===== config.mk =====
export PLATFORM = sky130hd
export DESIGN_NAME = lj_ram
export DESIGN_NICKNAME = d
export VERILOG_FILES = /design/src/rtl/core/lj_ram.sv
export SDC_FILE = /design/constraint.sdc
export NUM_CORES = 2
export LEC_CHECK = 0
export BUFFER_PORTS_ARGS = -buffer_cell sky130_fd_sc_hd__buf_2
export CAP_MARGIN = 20
export CORE_UTILIZATION = 45
export DETAILED_ROUTE_END_ITERATION = 16
export PLACE_DENSITY = 0.65
export SYNTH_ARGS = -nofsm -noshare
export SYNTH_HDL_FRONTEND = slang
export SYNTH_SLANG_ARGS = --single-unit

===== constraint.sdc =====
create_clock -name clock -period 8.6 [get_ports clock]
set_clock_uncertainty 0.2 [all_clocks]
set_input_delay 0.86 -clock clock [delete_from_list [all_inputs] [get_ports clock]]
set_output_delay 0.86 -clock clock [all_outputs]
set_load 0.02 [all_outputs]

===== src/rtl/core/lj_ram.sv =====
// Generic simple dual-port RAM with one write port and a registered read port.
// No dependencies.
module lj_ram #(
   parameter int WIDTH = 32,
   parameter int DEPTH = 64
) (
   input  logic                     clock,
   input  logic                     we,
   input  logic [$clog2(DEPTH)-1:0] waddr,
   input  logic [WIDTH-1:0]         wdata,
   input  logic [$clog2(DEPTH)-1:0] raddr,
   output logic [WIDTH-1:0]         rdata
);
   logic [WIDTH-1:0] mem [DEPTH];

   always_ff @(posedge clock) begin
      if (we) begin
         mem[waddr] <= wdata;
      end
      rdata <= mem[raddr];
   end
endmodule


Word-level counts from Yosys, hierarchy flattened
Memory sizes are Yosys's and may differ from the RTL's. A register that Yosys moved wholly into a read port is not among the register bits.
Cells that the tools add are included.
- bits in registers: 0
- RAM bits: 2048
- output and inout port bits: 32
- word-level logic and storage cells: 3
- memories kept: 1
- multiplexer cells: 2
- memory list (name ; depth ; bits a word ; read ports ; clocked after memory_dff ; wr ports ; line ; source):
    mem ; 64 ; 32 ; 1 ; 1 ; 1 ; 14 ; logic [WIDTH-1:0] mem [DEPTH];
- operators by type and width (cell ; number):
    2-to-1 mux 1 bit ; 2

Logic depth before layout (Yosys ltp)
- depth after elaboration: 2
- mapped depth: 10
- mapped depth without buffers: 5

Worst setup path before layout
Ideal clock, no wire load.
- kind: input to register
- from: input port waddr[3]
- to: memory mem[48][0] (enable)
- arrival time: 3.559 ns
- path slack: 4.380 ns
- stages: 4
- cell sequence: clkbuf_1 nor2b_1 nand4b_1 nor3_1
- RTL lines (element ; line ; source):
    start, declared ; 9 ; input logic [$clog2(DEPTH)-1:0] waddr,
    end, declared ; 14 ;
Straight into the memory's write port.

==> summary.txt <==
Run status
  – Status: finished, final reports clean

Critical path
  – CP max stage delay: between 700 and 800 ps
  – R2R cell count: 5
  – CP Depth: 7
  – Crit path kind: input port to register
  – CP Launch Type: input port
  – WP data required: ~9100 ps
  – CP Buf/Inv Count: 2
  – Crit path launch: raddr[0]
  – CP dominant cell by count: a21oi_1
  – Crit-path cells: buf_8 > buf_12 > mux4_2 > mux2i_1 > a21oi_1 > a21oi_1 > nor2_1
  – Crit path to: rdata[2]
  – Slowest CP cell: a21oi_1
  – Reg2reg setup slack: 5930 ps
  – Crit path DAT: ~4400 ps
  – CP endpoint kind: register
  – CP Max Fanout: 100
  – Worst reg2reg startpoint: mem[47][2]
  – Reg-to-reg endpoint: rdata[2]
  – CP top delay family: buffers and inverters

CTS
  – CTS Hold Bufs: 0
  – Cts bufs inserted: 203
  – Clk buf depth: 3
  – CTS tree: yes
  – Worst-path clk slew: approximately 60 ps
  – Clock Sinks: between 2000 and 2500
  – H-tree depth: 4
  – Number of setup buffers added after CTS: 0
  – PostCTS Resize Cnt: 0
  – Clock Latency Late Sink: 820 ps
  – Root buffer cell: clkbuf_16

Floorplan
  – Starting density of the core: between 40% and 50%
  – Die area: approximately 0.18 mm^2
  – Die Height: about 420 um
  – Die Width: between 400 and 500 um
  – Site Rows: between 150 and 200
  – Core Region: 0.172 mm^2
  – Ports: between 70 and 80

Power and ir drop
  – Worst VDD drop: between 0.15 and 0.2 mV
  – Clk network pwr share: a little over two fifths
  – Pleak: 27.7 nW
  – Pwr Density: between 200 and 250 mW/mm^2
  – Sequential Power Share: a little over half
  – Comb power frac: approximately 4.8%
  – Switching part of the total: between 20% and 30%
  – Switch Pwr: roughly 4.4 mW
  – Pint: ~17 mW

Drt
  – Drt total wl: 198000 um
  – DR DRC count: 0
  – Routed wire length per instance: approximately 33 um
  – Avg Vias per Cell: 6.10
  – DRT Pass-1 Iters: 5
  – Post-route ant nets: 0
  – First DRT Iteration DRCs: slightly below 5000
  – Vias: around 37000

Yosys
  – Cells after synthesis: 3324
  – Main synth FF type: edfxtp_1
  – Mapped Avg Cell Area: about 24 um^2
  – Syn. warnings: 0
  – Ys async rst share: 0%
  – EDFF count, synth: roughly 2000
  – Cell Area, Synth: 0.0785 mm^2
  – Synth cell types: 34
  – Synth Register Bits: about 2100
  – Syn Nets: approximately 3400
  – Sequential area share after synthesis: about four fifths

Layout
  – Share of post-route cells with drive strength above 1: 29.8%
  – Multi-input gate area: approximately 0.016 mm^2
  – Area added between synthesis and finish: 13.9%
  – Finished Cell Area: between 0.08 and 0.09 mm^2
  – # fillers: approximately 13000
  – FF+latch area: just over 0.06 mm^2
  – Most common cell after layout, fill and taps aside: edfxtp_1
  – Most frequent cells in the layout: 2048 x edfxtp_1, 544 x mux4_2, 205 x clkbuf_16, 93 x mux2i_1, 89 x buf_4
  – Layout Nets: ~3600

STA
  – Final period utilization: 46.2%
  – Fin. Hold Viols: 0
  – Setup violators final: 0
  – Final Max Tran Viols: 0
  – Worst rel slew slack: 23.6%
  – Slew of the pin with the lowest slew margin: 1140 ps
  – Minimum clock period: 3970 ps
  – Hold_ws: 137 ps
  – FMAX: 252 MHz
  – Setup TNS: 0 ps
  – Final worst setup slack: ~4600 ps
  – RSZ-0062 raised after global routing: false

Worst hold path
  – HP Start: wdata[4]
  – Hold Path Class: input port to register
  – Hold path depth: 1

GRT
  – Pin count of the biggest net entering global routing: approximately 110
  – Remaining Overflow, GRT: 0
  – First-pass GRT wire length: ~280000 um
  – Vias in the first global route: around 37000
  – Initial antenna violation count: 17
  – GRT Total Usage: between 20% and 30%

Place
  – Setup WS pre-CTS: 3800 ps
  – Routability cong.: approximately 0.76
  – DP Area: slightly above 0.08 mm^2
  – HPWL Detailed: between 100000 and 150000 um
  – Count of buffers from port buffering: 77

Flow run
  – MaxCap Viol Count: 0
[cells in the mapped netlist, drive strengths merged (3+ instances only)]
library cell	number	share of area, %
edfxtp	2048	78
mux4	544	16
nor2	137	0.65
buf	108	0.77
mux2i	93	1.2
o22ai	84	0.67
clkbuf	74	0.35
a21oi	62	0.40
dfxtp	32	0.82
o221ai	27	0.30
nand2	26	0.12
nor2b	15	0.12
a22oi	12	0.11
a311oi	8	0.089
nand2b	8	0.064
nor3	7	0.045
nand3	5	0.032
nand3b	5	0.048
or3b	5	0.056
a41o	4	0.051
and3	4	0.032
o32ai	4	0.045
or2	3	0.024
or3	3	0.024
[sequential cells by signal, summed over array words and instances, names as in the netlist]
name	cells
mem	2048
rdata	32
[worst register-to-register path, stage by stage, from the launching register on]
cell,delay (ps)
edfxtp_1,370
mux4_2,480
mux2i_1,430
a21oi_1,150
a21oi_1,720
nor2_1,170
[cell families after synthesis]
logic type / synth area share [%]
AO/OA/AOI/OAI: 1.67
buffers and inverters: 1.13
flip-flops: 79.1
multiplexers: 16.8
AND/OR/NAND/NOR: 1.27
[cell type report]
cell class,count,area share (%)
clock buffer,257,6.02
multi-input combinational,1062,17.9
clock inverter,127,1.37
sequential,2080,69.5
tap,2310,3.23
timing repair buffer,199,1.98
antenna,8,0.0224
[layer usage]
metal / vias to the layer above / routed length (um) / GRT usage (%)
li1: 14700 / - / -
met4: 6 / 6170 / 7.95
met3: 307 / 17600 / 3.83
met2: 1867 / 95800 / 36.3
met1: 19900 / 78000 / 32.0
met5: - / 32 / 0
[through the flow]
| step | util [%] | std cells | power [mW] |
|---|---|---|---|
| finish | 51.8 | 6043 | 21.1 |
| global route | 51.8 | 6041 | 21.7 |
| CTS | 51.6 | 6012 | 21.2 |
| detailed placement | 47.7 | 5628 | 12.5 |
| global placement | 47.7 | 5625 | 12.5 |
| floorplan | - | 3324 | 12.0 |
[worst min path at each step]
| stage | end |
|---|---|
| finish | mem[45][4] |
| global route | mem[24][30] |
| CTS | mem[49][12] |
| detailed placement | rdata[8] |
| global placement | rdata[8] |
| floorplan | rdata[17] |
[power by group through the flow]
| stage | sequential [mW] | combinational [mW] | clock (mW) |
|---|---|---|---|
| finish | 11.3 | 1.02 | 8.81 |
| global route | 11.3 | 1.08 | 9.31 |
| CTS | 11.3 | 1.00 | 8.93 |
| detailed placement | 11.5 | 1.00 | 0 |
| global placement | 11.5 | 0.984 | 0 |
| floorplan | 11.5 | 0.546 | 0 |
No activity file was read; power rests on OpenSTA's default activity.
